$ cat config.mk
export PLATFORM = sky130hd
export DESIGN_NAME = date_time_entry_parser_core
export DESIGN_NICKNAME = d
export VERILOG_FILES = /design/src/design/dtep_pkg.sv /design/src/design/date_time_entry_parser_core.sv
export SDC_FILE = /design/constraint.sdc
export NUM_CORES = 1
export LEC_CHECK = 0
export BUFFER_PORTS_ARGS = -buffer_cell sky130_fd_sc_hd__buf_4
export CAP_MARGIN = 20
export CELL_PAD_IN_SITES_DETAIL_PLACEMENT = 1
export CELL_PAD_IN_SITES_GLOBAL_PLACEMENT = 1
export CORE_UTILIZATION = 46
export DETAILED_ROUTE_END_ITERATION = 10
export HOLD_SLACK_MARGIN = 0.06
export PLACE_DENSITY_LB_ADDON = 0.1
export SKIP_CTS_REPAIR_TIMING = 1
export SLEW_MARGIN = 15
export SYNTH_ARGS = -nofsm -noshare
export SYNTH_HDL_FRONTEND = slang
export SYNTH_SLANG_ARGS = --single-unit
$ cat constraint.sdc
create_clock -name clock -period 8.8 [get_ports clock]
set_input_delay 0.88 -clock clock [delete_from_list [all_inputs] [get_ports clock]]
set_output_delay 0.88 -clock clock [all_outputs]
set_load 0.01 [all_outputs]
$ cat src/design/dtep_pkg.sv
// ----------------------------------------------------------------------------
// Date/time entry parser package
// Shared types, character codes, transition ROM and helper functions.
// ----------------------------------------------------------------------------
package dtep_pkg;

   localparam int NumStates  = 19;
   localparam int NumClasses = 17;
   localparam int QDepth     = 4;
   localparam int QAW        = $clog2(QDepth);
   localparam int QCW        = $clog2(QDepth + 1);

   // Parser states; the last three are only transit targets and never stay
   typedef enum logic [4:0] {
      PS_IDLE         = 5'd0,
      PS_DAY_TENS_LO  = 5'd1,
      PS_DAY_TENS_3   = 5'd2,
      PS_DAY_DONE     = 5'd3,
      PS_MON_TENS_1   = 5'd4,
      PS_MON_DONE     = 5'd5,
      PS_YEAR_1       = 5'd6,
      PS_YEAR_2       = 5'd7,
      PS_YEAR_3       = 5'd8,
      PS_YEAR_4       = 5'd9,
      PS_SPACE        = 5'd10,
      PS_HOUR_TENS_LO = 5'd11,
      PS_HOUR_TENS_2  = 5'd12,
      PS_HOUR_DONE    = 5'd13,
      PS_MIN_TENS     = 5'd14,
      PS_MIN_DONE     = 5'd15,
      PS_SEC_TENS     = 5'd16,
      PS_SEC_DONE     = 5'd17,
      PS_YEAR_CR      = 5'd18,
      PS_CANCEL       = 5'd19
   } parse_state_type;

   // Character classes, column index of the transition ROM
   typedef enum logic [4:0] {
      CLS_NONE  = 5'd0,
      CLS_D0    = 5'd1,
      CLS_D1    = 5'd2,
      CLS_D2    = 5'd3,
      CLS_D3    = 5'd4,
      CLS_D4    = 5'd5,
      CLS_D5    = 5'd6,
      CLS_D6    = 5'd7,
      CLS_D7    = 5'd8,
      CLS_D8    = 5'd9,
      CLS_D9    = 5'd10,
      CLS_SLASH = 5'd11,
      CLS_COLON = 5'd12,
      CLS_CR    = 5'd13,
      CLS_SPACE = 5'd14,
      CLS_BS    = 5'd15,
      CLS_ESC   = 5'd16
   } class_type;

   localparam logic [1:0] KIND_ECHO   = 2'd0;
   localparam logic [1:0] KIND_COMMIT = 2'd1;
   localparam logic [1:0] KIND_CANCEL = 2'd2;

   localparam logic [7:0] CH_BS    = 8'h08;
   localparam logic [7:0] CH_CR    = 8'h0D;
   localparam logic [7:0] CH_ESC   = 8'h1B;
   localparam logic [7:0] CH_SPACE = 8'h20;
   localparam logic [7:0] CH_SLASH = 8'h2F;
   localparam logic [7:0] CH_ZERO  = 8'h30;
   localparam logic [7:0] CH_NINE  = 8'h39;
   localparam logic [7:0] CH_COLON = 8'h3A;

   // One result word
   typedef struct packed {
      logic [1:0]  kind;
      logic [7:0]  echo_byte;
      logic [6:0]  day;
      logic [6:0]  month;
      logic [13:0] year;
      logic [6:0]  hour;
      logic [6:0]  minute;
      logic [6:0]  second;
      logic        last;
   } result_type;

   // Next state by current state and class; 19 marks a cancel
   localparam logic [4:0] NEXT_ROM [NumStates][NumClasses] = '{
      '{5'd0, 5'd0, 5'd1, 5'd1, 5'd2, 5'd3, 5'd3, 5'd3, 5'd3,
        5'd3, 5'd3, 5'd0, 5'd0, 5'd0, 5'd0, 5'd19, 5'd19},
      '{5'd1, 5'd3, 5'd3, 5'd3, 5'd3, 5'd3, 5'd3, 5'd3, 5'd3,
        5'd3, 5'd3, 5'd3, 5'd1, 5'd1, 5'd1, 5'd19, 5'd19},
      '{5'd2, 5'd3, 5'd3, 5'd2, 5'd2, 5'd2, 5'd2, 5'd2, 5'd2,
        5'd2, 5'd2, 5'd3, 5'd2, 5'd2, 5'd2, 5'd19, 5'd19},
      '{5'd3, 5'd3, 5'd4, 5'd5, 5'd5, 5'd5, 5'd5, 5'd5, 5'd5,
        5'd5, 5'd5, 5'd3, 5'd3, 5'd3, 5'd3, 5'd19, 5'd19},
      '{5'd4, 5'd5, 5'd5, 5'd5, 5'd4, 5'd4, 5'd4, 5'd4, 5'd4,
        5'd4, 5'd4, 5'd5, 5'd4, 5'd4, 5'd4, 5'd19, 5'd19},
      '{5'd5, 5'd6, 5'd6, 5'd6, 5'd6, 5'd6, 5'd6, 5'd6, 5'd6,
        5'd6, 5'd6, 5'd5, 5'd5, 5'd5, 5'd5, 5'd19, 5'd19},
      '{5'd6, 5'd7, 5'd7, 5'd7, 5'd7, 5'd7, 5'd7, 5'd7, 5'd7,
        5'd7, 5'd7, 5'd6, 5'd6, 5'd18, 5'd6, 5'd19, 5'd19},
      '{5'd7, 5'd8, 5'd8, 5'd8, 5'd8, 5'd8, 5'd8, 5'd8, 5'd8,
        5'd8, 5'd8, 5'd7, 5'd7, 5'd18, 5'd7, 5'd19, 5'd19},
      '{5'd8, 5'd9, 5'd9, 5'd9, 5'd9, 5'd9, 5'd9, 5'd9, 5'd9,
        5'd9, 5'd9, 5'd8, 5'd8, 5'd18, 5'd8, 5'd19, 5'd19},
      '{5'd9, 5'd9, 5'd9, 5'd9, 5'd9, 5'd9, 5'd9, 5'd9, 5'd9,
        5'd9, 5'd9, 5'd9, 5'd9, 5'd18, 5'd10, 5'd19, 5'd19},
      '{5'd10, 5'd11, 5'd11, 5'd12, 5'd13, 5'd13, 5'd13, 5'd13, 5'd13,
        5'd13, 5'd13, 5'd10, 5'd10, 5'd10, 5'd10, 5'd19, 5'd19},
      '{5'd11, 5'd13, 5'd13, 5'd13, 5'd13, 5'd13, 5'd13, 5'd13, 5'd13,
        5'd13, 5'd13, 5'd11, 5'd13, 5'd11, 5'd11, 5'd19, 5'd19},
      '{5'd12, 5'd13, 5'd13, 5'd13, 5'd13, 5'd12, 5'd12, 5'd12, 5'd12,
        5'd12, 5'd12, 5'd12, 5'd13, 5'd12, 5'd12, 5'd19, 5'd19},
      '{5'd13, 5'd14, 5'd14, 5'd14, 5'd14, 5'd14, 5'd14, 5'd15, 5'd15,
        5'd15, 5'd15, 5'd13, 5'd13, 5'd13, 5'd13, 5'd19, 5'd19},
      '{5'd14, 5'd15, 5'd15, 5'd15, 5'd15, 5'd15, 5'd15, 5'd15, 5'd15,
        5'd15, 5'd15, 5'd14, 5'd15, 5'd14, 5'd14, 5'd19, 5'd19},
      '{5'd15, 5'd16, 5'd16, 5'd16, 5'd16, 5'd16, 5'd16, 5'd17, 5'd17,
        5'd17, 5'd17, 5'd15, 5'd15, 5'd15, 5'd15, 5'd19, 5'd19},
      '{5'd16, 5'd17, 5'd17, 5'd17, 5'd17, 5'd17, 5'd17, 5'd17, 5'd17,
        5'd17, 5'd17, 5'd16, 5'd16, 5'd17, 5'd16, 5'd19, 5'd19},
      '{5'd17, 5'd0, 5'd0, 5'd0, 5'd0, 5'd0, 5'd0, 5'd0, 5'd0,
        5'd0, 5'd0, 5'd0, 5'd0, 5'd0, 5'd0, 5'd0, 5'd0},
      '{5'd18, 5'd0, 5'd0, 5'd0, 5'd0, 5'd0, 5'd0, 5'd0, 5'd0,
        5'd0, 5'd0, 5'd0, 5'd0, 5'd0, 5'd0, 5'd0, 5'd0}
   };

   // Map a received byte to its character class
   function automatic class_type classify(input logic [7:0] b);
      class_type c;
      c = CLS_NONE;
      if (b >= CH_ZERO && b <= CH_NINE) begin
         c = class_type'(5'(b - CH_ZERO) + 5'd1);
      end else begin
         case (b)
            CH_SLASH: c = CLS_SLASH;
            CH_COLON: c = CLS_COLON;
            CH_CR:    c = CLS_CR;
            CH_SPACE: c = CLS_SPACE;
            CH_BS:    c = CLS_BS;
            CH_ESC:   c = CLS_ESC;
            default:  c = CLS_NONE;
         endcase
      end
      return c;
   endfunction

   // Times ten plus digit, wrapping to 7 bits
   function automatic logic [6:0] acc7(input logic [6:0] a, input logic [3:0] d);
      return (a << 3) + (a << 1) + 7'(d);
   endfunction

   // Times ten plus digit, wrapping to 14 bits
   function automatic logic [13:0] acc14(input logic [13:0] a, input logic [3:0] d);
      return (a << 3) + (a << 1) + 14'(d);
   endfunction

   // Echo word for one character
   function automatic result_type make_echo(input logic [7:0] ch);
      result_type r;
      r           = '0;
      r.kind      = KIND_ECHO;
      r.echo_byte = ch;
      return r;
   endfunction

endpackage

$ cat src/design/date_time_entry_parser_core.sv
// ----------------------------------------------------------------------------
// Date/time entry parser core
// Parses typed "dd/mm/yyyy hh:mm:ss" entry one received byte per word and
// reports echo characters, committed entries and cancels.
// ----------------------------------------------------------------------------
// Usage:
//   req_* carries one received byte per word; rsp_* carries result words:
//   echo characters, a committed entry with all six fields, or a cancel.
//   rsp_last marks the final result word caused by one byte. A byte causes
//   zero, one or two result words.
//   An accepted byte is parsed from the input register and its result words
//   are written to the output queue; rsp_* shows the queue head.
//   Throughput: one byte per cycle into the input register while req_stall is
//   low; the result side delivers one word per cycle from a four-word output
//   queue while rsp_stall is low, so bytes that cause two words drain at that rate.
//   A byte is parsed only when the queue has room for all its words; until
//   then req_stall holds it in the input register.
//   When the receiver stalls, the queue fills and then req_stall rises; the
//   payload on rsp_* holds.
//   Reset (synchronous, active high) empties the queue and input register,
//   puts the parser in idle and clears all accumulators and committed fields.
// ----------------------------------------------------------------------------
module date_time_entry_parser_core
   import dtep_pkg::*;
(
   input  logic        clock,
   input  logic        reset,
   input  logic        req_valid,
   output logic        req_stall,
   input  logic [7:0]  req_rx_byte,
   output logic        rsp_valid,
   input  logic        rsp_stall,
   output logic [1:0]  rsp_kind,
   output logic [7:0]  rsp_echo_byte,
   output logic [6:0]  rsp_day,
   output logic [6:0]  rsp_month,
   output logic [13:0] rsp_year,
   output logic [6:0]  rsp_hour,
   output logic [6:0]  rsp_minute,
   output logic [6:0]  rsp_second,
   output logic        rsp_last
);

   // Input register
   logic            in_valid_ff, in_valid_in;
   logic [7:0]      in_byte_ff;

   // Parser state and accumulators
   parse_state_type state_ff, state_in;
   logic [6:0]      day_ff, day_in;
   logic [6:0]      month_ff, month_in;
   logic [13:0]     year_ff, year_in;
   logic [6:0]      hour_ff, hour_in;
   logic [6:0]      minute_ff, minute_in;
   logic [6:0]      second_ff, second_in;
   logic [6:0]      c_hour_ff, c_hour_in;
   logic [6:0]      c_minute_ff, c_minute_in;
   logic [6:0]      c_second_ff, c_second_in;

   // Output queue
   result_type      q_ff [QDepth];
   logic [QAW-1:0]  wr_ptr_ff, wr_ptr_in;
   logic [QAW-1:0]  rd_ptr_ff, rd_ptr_in;
   logic [QCW-1:0]  cnt_ff, cnt_in;

   // Parse datapath
   class_type       cls;
   parse_state_type cur;
   parse_state_type nxt;
   logic            is_digit;
   logic [3:0]      digit;
   logic            changed;
   logic            do_idle;
   result_type      res_a, res_b;
   logic [1:0]      res_n;
   logic            pop;
   logic            proc;
   logic [QCW:0]    cnt_after;
   logic [4:0]      cur_idx;

   // Classify the held byte and look up the next state
   always_comb begin
      cls      = classify(in_byte_ff);
      cur_idx  = (state_ff >= 5'(NumStates)) ? 5'(PS_IDLE) : 5'(state_ff);
      cur      = parse_state_type'(cur_idx);
      nxt      = parse_state_type'(NEXT_ROM[cur_idx][cls]);
      is_digit = (in_byte_ff >= CH_ZERO) && (in_byte_ff <= CH_NINE);
      digit    = is_digit ? 4'(in_byte_ff - CH_ZERO) : 4'd0;
      changed  = (cls != CLS_NONE) && (nxt != cur);
   end

   // Run the action of the new state and build its result words
   always_comb begin
      state_in    = cur;
      day_in      = day_ff;
      month_in    = month_ff;
      year_in     = year_ff;
      hour_in     = hour_ff;
      minute_in   = minute_ff;
      second_in   = second_ff;
      c_hour_in   = c_hour_ff;
      c_minute_in = c_minute_ff;
      c_second_in = c_second_ff;
      res_a       = '0;
      res_b       = '0;
      res_n       = 2'd0;
      do_idle     = 1'b0;
      if (changed) begin
         state_in = nxt;
         unique case (nxt)
            PS_IDLE: begin
               do_idle = 1'b1;
            end
            PS_DAY_TENS_LO, PS_DAY_TENS_3: begin
               day_in = 7'(digit);
               res_a  = make_echo(in_byte_ff);
               res_n  = 2'd1;
            end
            PS_DAY_DONE: begin
               if (in_byte_ff != CH_SLASH) begin
                  day_in = acc7(day_ff, digit);
                  res_a  = make_echo(in_byte_ff);
                  res_b  = make_echo(CH_SLASH);
                  res_n  = 2'd2;
               end else begin
                  res_a = make_echo(CH_SLASH);
                  res_n = 2'd1;
               end
            end
            PS_MON_TENS_1: begin
               month_in = 7'(digit);
               res_a    = make_echo(in_byte_ff);
               res_n    = 2'd1;
            end
            PS_MON_DONE: begin
               if (in_byte_ff != CH_SLASH) begin
                  month_in = acc7(month_ff, digit);
                  res_a    = make_echo(in_byte_ff);
                  res_b    = make_echo(CH_SLASH);
                  res_n    = 2'd2;
               end else begin
                  res_a = make_echo(CH_SLASH);
                  res_n = 2'd1;
               end
            end
            PS_YEAR_1: begin
               year_in = 14'(digit);
               res_a   = make_echo(in_byte_ff);
               res_n   = 2'd1;
            end
            PS_YEAR_2, PS_YEAR_3, PS_YEAR_4: begin
               year_in = acc14(year_ff, digit);
               res_a   = make_echo(in_byte_ff);
               res_n   = 2'd1;
            end
            PS_SPACE: begin
               hour_in   = 7'd0;
               minute_in = 7'd0;
               second_in = 7'd0;
               res_a     = make_echo(CH_SPACE);
               res_n     = 2'd1;
            end
            PS_HOUR_TENS_LO, PS_HOUR_TENS_2: begin
               hour_in = 7'(digit);
               res_a   = make_echo(in_byte_ff);
               res_n   = 2'd1;
            end
            PS_HOUR_DONE: begin
               if (in_byte_ff != CH_COLON) begin
                  hour_in = acc7(hour_ff, digit);
                  res_a   = make_echo(in_byte_ff);
                  res_b   = make_echo(CH_COLON);
                  res_n   = 2'd2;
               end else begin
                  res_a = make_echo(CH_COLON);
                  res_n = 2'd1;
               end
            end
            PS_MIN_TENS: begin
               minute_in = 7'(digit);
               res_a     = make_echo(in_byte_ff);
               res_n     = 2'd1;
            end
            PS_MIN_DONE: begin
               if (in_byte_ff != CH_COLON) begin
                  minute_in = acc7(minute_ff, digit);
                  res_a     = make_echo(in_byte_ff);
                  res_b     = make_echo(CH_COLON);
                  res_n     = 2'd2;
               end else begin
                  res_a = make_echo(CH_COLON);
                  res_n = 2'd1;
               end
            end
            PS_SEC_TENS: begin
               second_in = 7'(digit);
               res_a     = make_echo(in_byte_ff);
               res_n     = 2'd1;
            end
            PS_SEC_DONE, PS_YEAR_CR: begin
               // Take the last seconds digit if one ends the entry, then commit and report
               if (nxt == PS_SEC_DONE && is_digit) begin
                  second_in = acc7(second_ff, digit);
                  res_a     = make_echo(in_byte_ff);
                  res_n     = 2'd1;
               end
               c_hour_in   = hour_in;
               c_minute_in = minute_in;
               c_second_in = second_in;
               if (res_n == 2'd1) begin
                  res_b = '{kind: KIND_COMMIT, echo_byte: 8'd0, day: day_in,
                            month: month_in, year: year_in, hour: hour_in,
                            minute: minute_in, second: second_in, last: 1'b0};
                  res_n = 2'd2;
               end else begin
                  res_a = '{kind: KIND_COMMIT, echo_byte: 8'd0, day: day_in,
                            month: month_in, year: year_in, hour: hour_in,
                            minute: minute_in, second: second_in, last: 1'b0};
                  res_n = 2'd1;
               end
               do_idle = 1'b1;
            end
            PS_CANCEL: begin
               res_a      = '0;
               res_a.kind = KIND_CANCEL;
               res_n      = 2'd1;
               do_idle    = 1'b1;
            end
            default: begin
               do_idle = 1'b1;
            end
         endcase
      end
      // Return to idle: clear the date, reload the time from the committed entry
      if (do_idle) begin
         state_in  = PS_IDLE;
         day_in    = 7'd0;
         month_in  = 7'd0;
         year_in   = 14'd0;
         hour_in   = c_hour_in;
         minute_in = c_minute_in;
         second_in = c_second_in;
      end
      // Mark the final word of this byte
      if (res_n == 2'd1) begin
         res_a.last = 1'b1;
      end
      if (res_n == 2'd2) begin
         res_b.last = 1'b1;
      end
   end

   // Handshake and queue bookkeeping
   always_comb begin
      pop         = rsp_valid && !rsp_stall;
      cnt_after   = (QCW+1)'(cnt_ff) - (QCW+1)'(pop) + (QCW+1)'(res_n);
      proc        = in_valid_ff && (cnt_after <= (QCW+1)'(QDepth));
      req_stall   = in_valid_ff && !proc;
      in_valid_in = req_stall ? in_valid_ff : req_valid;
      cnt_in      = proc ? cnt_after[QCW-1:0] : (cnt_ff - QCW'(pop));
      wr_ptr_in   = proc ? (wr_ptr_ff + QAW'(res_n)) : wr_ptr_ff;
      rd_ptr_in   = rd_ptr_ff + QAW'(pop);
   end

   // Control registers
   always_ff @(posedge clock) begin
      if (reset) begin
         in_valid_ff <= 1'b0;
         state_ff    <= PS_IDLE;
         wr_ptr_ff   <= '0;
         rd_ptr_ff   <= '0;
         cnt_ff      <= '0;
      end else begin
         in_valid_ff <= in_valid_in;
         wr_ptr_ff   <= wr_ptr_in;
         rd_ptr_ff   <= rd_ptr_in;
         cnt_ff      <= cnt_in;
         if (proc) begin
            state_ff <= state_in;
         end
      end
   end

   // Accumulators and committed time fields
   always_ff @(posedge clock) begin
      if (reset) begin
         day_ff      <= '0;
         month_ff    <= '0;
         year_ff     <= '0;
         hour_ff     <= '0;
         minute_ff   <= '0;
         second_ff   <= '0;
         c_hour_ff   <= '0;
         c_minute_ff <= '0;
         c_second_ff <= '0;
      end else if (proc) begin
         day_ff      <= day_in;
         month_ff    <= month_in;
         year_ff     <= year_in;
         hour_ff     <= hour_in;
         minute_ff   <= minute_in;
         second_ff   <= second_in;
         c_hour_ff   <= c_hour_in;
         c_minute_ff <= c_minute_in;
         c_second_ff <= c_second_in;
      end
   end

   // Input byte and queue payload
   always_ff @(posedge clock) begin
      if (!req_stall) begin
         in_byte_ff <= req_rx_byte;
      end
      if (proc && res_n != 2'd0) begin
         q_ff[wr_ptr_ff] <= res_a;
      end
      if (proc && res_n == 2'd2) begin
         q_ff[wr_ptr_ff + QAW'(1)] <= res_b;
      end
   end

   // Drive the result channel from the queue head
   assign rsp_valid     = (cnt_ff != '0);
   assign rsp_kind      = q_ff[rd_ptr_ff].kind;
   assign rsp_echo_byte = q_ff[rd_ptr_ff].echo_byte;
   assign rsp_day       = q_ff[rd_ptr_ff].day;
   assign rsp_month     = q_ff[rd_ptr_ff].month;
   assign rsp_year      = q_ff[rd_ptr_ff].year;
   assign rsp_hour      = q_ff[rd_ptr_ff].hour;
   assign rsp_minute    = q_ff[rd_ptr_ff].minute;
   assign rsp_second    = q_ff[rd_ptr_ff].second;
   assign rsp_last      = q_ff[rd_ptr_ff].last;

   // Queue never overfills
   assert property (@(posedge clock) disable iff (reset)
      cnt_ff <= QCW'(QDepth))
      else $error("output queue count exceeds depth");

   // Transit states never persist
   assert property (@(posedge clock) disable iff (reset)
      state_ff != PS_SEC_DONE && state_ff != PS_YEAR_CR && state_ff != PS_CANCEL)
      else $error("parser stuck in a transit state");

   // A pop with no parse drops the count by one
   assert property (@(posedge clock) disable iff (reset)
      (pop && !proc) |=> (cnt_ff == $past(cnt_ff) - QCW'(1)))
      else $error("queue count did not drop on pop");

   // Commit and cancel words are always the final word of their byte
   assert property (@(posedge clock) disable iff (reset)
      (rsp_valid && rsp_kind != KIND_ECHO) |-> (rsp_last && rsp_echo_byte == 8'd0))
      else $error("commit or cancel word malformed");

   // Stall only holds a byte that is waiting
   assert property (@(posedge clock) disable iff (reset)
      req_stall |-> (in_valid_ff && cnt_ff != '0))
      else $error("input stalled with nothing to wait for");

endmodule
=== Yosys cells after proc, flatten, opt, wreduce, memory -nomap -nowiden ===
Memory sizes are Yosys's and may differ from the RTL's. A register that Yosys moved wholly into a read port is not among the register bits.
Index checks and enable logic that the tools add are counted.

* Add/sub/neg operators: 20
* $lt $le $gt $ge: 6
* Equal/unequal tests: 35
* Mux-type cells: 69
* Bitwise gates (word level): 2
* Reductions and logical operators: 35

{| class="wikitable"
|+ Operators with widths
! kind !! count
|-
| 60-bit one-hot mux with 6 select lines || 1
|-
| 59-bit one-hot mux with 3 select lines || 1
|-
| 58-bit 2-to-1 mux || 3
|-
| 85-bit 2-to-1 mux || 2
|-
| 7-bit 2-to-1 mux || 21
|-
| 60-bit 2-to-1 mux || 2
|-
| 59-bit 2-to-1 mux || 2
|-
| 56-bit 2-to-1 mux || 2
|-
| 7-bit one-hot mux with 3 select lines || 3
|-
| 5-bit by 4-bit == test with 1-bit output, second input constant || 8
|-
| 7-bit by 4-bit adder with 7-bit output || 5
|-
| 7-bit adder || 5
|-
| 5-bit 2-to-1 mux || 6
|-
| 5-bit one-hot mux with 6 select lines || 1
|-
| 14-bit 2-to-1 mux || 2
|-
| 14-bit one-hot mux with 2 select lines || 1
|-
| 7-bit one-hot mux with 2 select lines || 2
|-
| 5-bit binary-select mux with 5-bit select || 1
|-
| 8-bit by 6-bit == test with 1-bit output, second input constant || 3
|-
| 5-bit by 3-bit == test with 1-bit output, second input constant || 4
|-
| 5-bit == test, second input constant || 4
|-
| 8-bit by 4-bit == test with 1-bit output, second input constant || 2
|-
| 8-bit by 6-bit != test with 1-bit output, second input constant || 2
|-
| 4-bit AND reduction || 4
|-
| 40 further kinds || 80
|}

* Register bits: 91
* Memory bits (writable): 240
* Bits in read-only memories: 2720
* Input bits: 12
* Output and inout port bits: 62
* Logic and storage cells: 184
* Memories kept: 2

{| class="wikitable"
|+ Memory list
! memory !! depth !! width !! read ports !! clocked after memory_dff !! wr ports !! RTL line !! RTL
|-
| (no name shown) || 32 || 85 || 1 || 0 || 0 || date_time_entry_parser_core.sv:86 || <nowiki>nxt = parse_state_type'(NEXT_ROM[cur_idx][cls]);</nowiki>
|-
| q_ff || 4 || 60 || 1 || 1 || 2 || date_time_entry_parser_core.sv:61 || <nowiki>result_type q_ff [QDepth];</nowiki>
|}

=== Logic depth before layout (Yosys ltp) ===
* Word-level depth: 24
* Depth in mapped cells: 36
* Depth with buffers taken out: 27

=== Worst setup path after synthesis ===
OpenSTA, ideal clock, no wires.

* Path kind: register to register
* From: reg state_ff[2]
* To: mem q_ff[0][0] (netlist name), enable pin
* Library setup time: 411 ps
* Data arrival time: 8305 ps
* Data required time: 8389 ps
* Slack: 84 ps
* Stages on the path, launching flop included: 32
* Buffers on the path: 6
* Period minus slack after synthesis: 8716 ps
* Path through: dfxtp_1 > clkbuf_1 > clkbuf_1 > buf_2 > nor3_1 > o21ai_0 > inv_1 > ha_1 > clkbuf_1 > a22oi_1 > nor2_1 > mux2_1 > a2111oi_2 > a2111o_2 > nor2_1 > a211oi_2 > nand2_1 > o311ai_2 > ha_1 > inv_1 > ha_1 > inv_1 > fa_1 > nor2b_1 > o21ai_0 > or2_2 > clkbuf_1 > a211o_1 > buf_4 > a2111oi_4 > nor2_2 > inv_1

{| class="wikitable"
|+ RTL lines
! what !! RTL line !! RTL
|-
| start: declaration || date_time_entry_parser_core.sv:49 || <nowiki>parse_state_type state_ff, state_in;</nowiki>
|-
| start signal: assignment || date_time_entry_parser_core.sv:279 || <nowiki>state_ff <= state_in;</nowiki>
|-
| end: declaration || date_time_entry_parser_core.sv:61 ||
|}

==> results.md <==
- Outcome: finished clean
- FF-to-FF setup slack: 0.53 ns
- Max Cap Violations: 0
- DR vias/cell: 6.07
- Clock share of power: 0.323
- Site row count: 74
- Die Wd: 205 µm
- Largest net degree at the start of global routing: 46
- Final Max Slew Viols: 0
- Max frequency: 121 MHz
- Share of the synthesized area in the top cell type: 0.372
- Largest cells by area after synthesis: edfxtp_1 (37%), dfxtp_1 (10%), mux4_2 (7.2%)
- Antenna-violating nets left: 0
- RSZ-0062 raised after global routing: no
- Main synth FF type: edfxtp_1
- Share of layout cells above drive strength 1: 0.194
- Synth unique cells: 111
- Met2 Use GR: 0.478
- Req. time, crit path: 9.07 ns
- FF-to-FF Start: in_byte_ff[0]
- Seq. cell area: 8990 µm²
- I/O Buffers: 73
- Number of enable flip-flop cells after synthesis: 236
- Initial DRT Pass Iterations: 5
- Vias in the first global route: 14,968
- Clk slew on worst S/H paths: 0.06 ns
- Hold path cells: 2
- Syn. warnings: 0
- WS Path Type: flop to flop
- Syn avg cell area: 11.4 µm²
- Time the worst path needs with I/O delays and setup: 8.27 ns
- HP Class: flop to flop
- Clock Latency Late Sink: 0.55 ns
- Max incr delay on CP: 0.53 ns
- Total CTS buffers: 37
- Final WL: 56,800 µm
- Worst clock skew: 0.0158 ns
- Sequential share of the synthesized area: 0.472
- Seq pwr share: 0.377
- DR vias: 14,019
- Die Y: 205 µm
- PD cells: 218 nW/µm²
- Setup_tns: 0 ns
- Final setup fails: 0
- Worst slew margin: 0.323
- Synth Instances: 1,670
- Multi-input logic area: 9390 µm²
- Peak supply drop: 0.000152 V
- Final Net Count: 1,857
- Top post-synthesis cells by count: edfxtp_1 (236), nand2_1 (128), and2_1 (98)
- CP endpoint kind: flop
- P_leak: 0.00799 µW
- Met1 usage: 0.357
- Mapped cell area: 19,000 µm²
- Longest Clk Path Bufs: 3
- CTS H-Tree Depth: 2
- FF-to-FF path depth: 29
- Layout area overhead: 13.3%
- Most frequent cell after synthesis: edfxtp_1
- Clk root buf: clkbuf_16
- Fillers: 4,291
- Critical path arrival: 8.54 ns
- Sink Count: 331
- Worst reg2reg path endpoint: q_ff[0][34]
- Internal: 3070 µW
- CP max stage cell: or3_1
- Sw frac: 0.349
- Combinational share of power: 0.300
- Ant. Diodes: 0
- Die Area: 42,200 µm²
- GR peak layer: met2
- Overflow after GRT: 0
- Fin crit share: 0.940
- Hold Startpoint: c_minute_ff[3]
- Post-route DRC: 0
- Io pins: 74
- WHS Endpoint: c_minute_ff[3]
- CORE AREA: 40,800 µm²
- Hpwl dp: 39,800 µm
- Syn nets: 1,777
- CP Max Fanout: 43
- Asr flop ratio synth: 0
- GRT Total Usage: 0.274
- Tot Pwr: 4710 µW
- Yosys reg bits: 331
- Iteration-0 DRC Markers: 781
- Wire length per cell: 24.6 µm
- First-pass GRT wire length: 88,400 µm
- Initial Util: 0.466
- Critical path launch point type: flop
- TritonCTS clock tree: built
- Measured slew at the worst slew-check pin: 1.01 ns
- Post-synth top area cell: edfxtp_1
- Initial antenna violation count: 0
- Final hold viol count: 0
- Sw power: 1640 µW
- Top cell by count, worst path: buf_4
- Final GP Congestion: 0.934
- M3 GR Usage: 0.0353
## flip-flops by register name, summed over array words and instances, names as in the netlist
| register | cells |
|---|---|
| q_ff | 240 |
| year_ff | 14 |
| in_byte_ff | 8 |
| c_hour_ff | 7 |
| c_minute_ff | 7 |
| c_second_ff | 7 |
| day_ff | 7 |
| hour_ff | 7 |
| minute_ff | 7 |
| month_ff | 7 |
| second_ff | 7 |
| state_ff | 5 |
| cnt_ff | 3 |
| rd_ptr_ff | 2 |
| wr_ptr_ff | 2 |
| in_valid_ff | 1 |
## layout make-up
type                            count  share of cell area
Multi-Input combinational cell   1175               0.435
Sequential cell                   331               0.417
Timing Repair Buffer              138              0.0508
Clock buffer                       50              0.0457
Tap cell                          532              0.0309
Inverter                           67              0.0117
Clock inverter                     18             0.00853
## power groups by stage
stage	registers [µW]	logic, µW	clock network [µW]
after floorplan	1740	987	0
after global placement	1810	1370	0
after detailed placement	1810	1400	0
after CTS	1780	1410	1550
after global routing	1790	1510	1620
final	1770	1410	1520
## how the worst max path moves through the flow
stage / startpoint / to / slack (ns) / cells after the start
2_1_floorplan: state_ff[2] / q_ff[0][0] / 0.08 / 31
3_3_place_gp: state_ff[0] / q_ff[3][0] / 0.62 / 27
3_5_place_dp: state_ff[0] / q_ff[3][0] / 0.34 / 27
4_1_cts: state_ff[0] / q_ff[3][6] / 0.30 / 27
5_1_grt: state_ff[0] / q_ff[0][34] / 0.04 / 29
6_report: in_byte_ff[0] / q_ff[0][34] / 0.53 / 29
## cells in the final DEF (no fill, tap or decap), types with 18 or more instances in the layout
master and n:
inv_1 63, edfxtp_1 236, buf_4 132, and2_1 98
nor2b_1 94, nor2_1 70, dfxtp_1 93, nand3_1 41
a21oi_1 97, mux4_2 61, clkbuf_16 37, ha_1 82
a21o_1 18, xnor2_1 39, o22ai_1 33, nand2_1 128
nand4_1 19, o21ai_0 70
## metal layers
metal  vias to the layer above  wire length [µm]
met1                      7205             24600
met2                       316             29000
li1                       6433                 -
met5                         -                 0
met4                         0              1120
met3                        65              2120
## cell families (layout without fill, tap and decap cells)
| group | after synthesis | count (layout) | share of synthesized area |
|---|---|---|---|
| adder cells (fa/ha/maj) | 95 | 95 | 0.0675 |
| flip-flops | 331 | 331 | 0.472 |
| buffers and inverters | 164 | 273 | 0.0382 |
| AND/OR/NAND/NOR | 543 | 543 | 0.159 |
| XOR/XNOR | 44 | 44 | 0.0202 |
| multiplexers | 88 | 88 | 0.0871 |
| AO/OA/AOI/OAI | 405 | 405 | 0.156 |
## per-stage QoR
stage          hold slack (ns)  worst slack [ns]  instances  utilization  area (µm²)
2_1_floorplan            0.424            0.0835       1670            -       19000
3_3_place_gp             0.437             0.615       2240        0.499       20400
3_5_place_dp             0.449             0.343       2241        0.499       20400
4_1_cts                  0.457             0.304       2309        0.528       21500
5_1_grt                  0.473            0.0357       2311        0.528       21600
6_report                 0.455             0.530       2311        0.528       21600
## critical path: cells and delay by family, from the launching register on
family | cells | cell delay, ns
adder cells (fa/ha/maj) | 4 | 1.19
flip-flops | 1 | 0.39
AO/OA/AOI/OAI | 7 | 1.91
buffers and inverters | 7 | 1.74
AND/OR/NAND/NOR | 11 | 2.70
No activity file was read; power rests on OpenSTA's default activity.
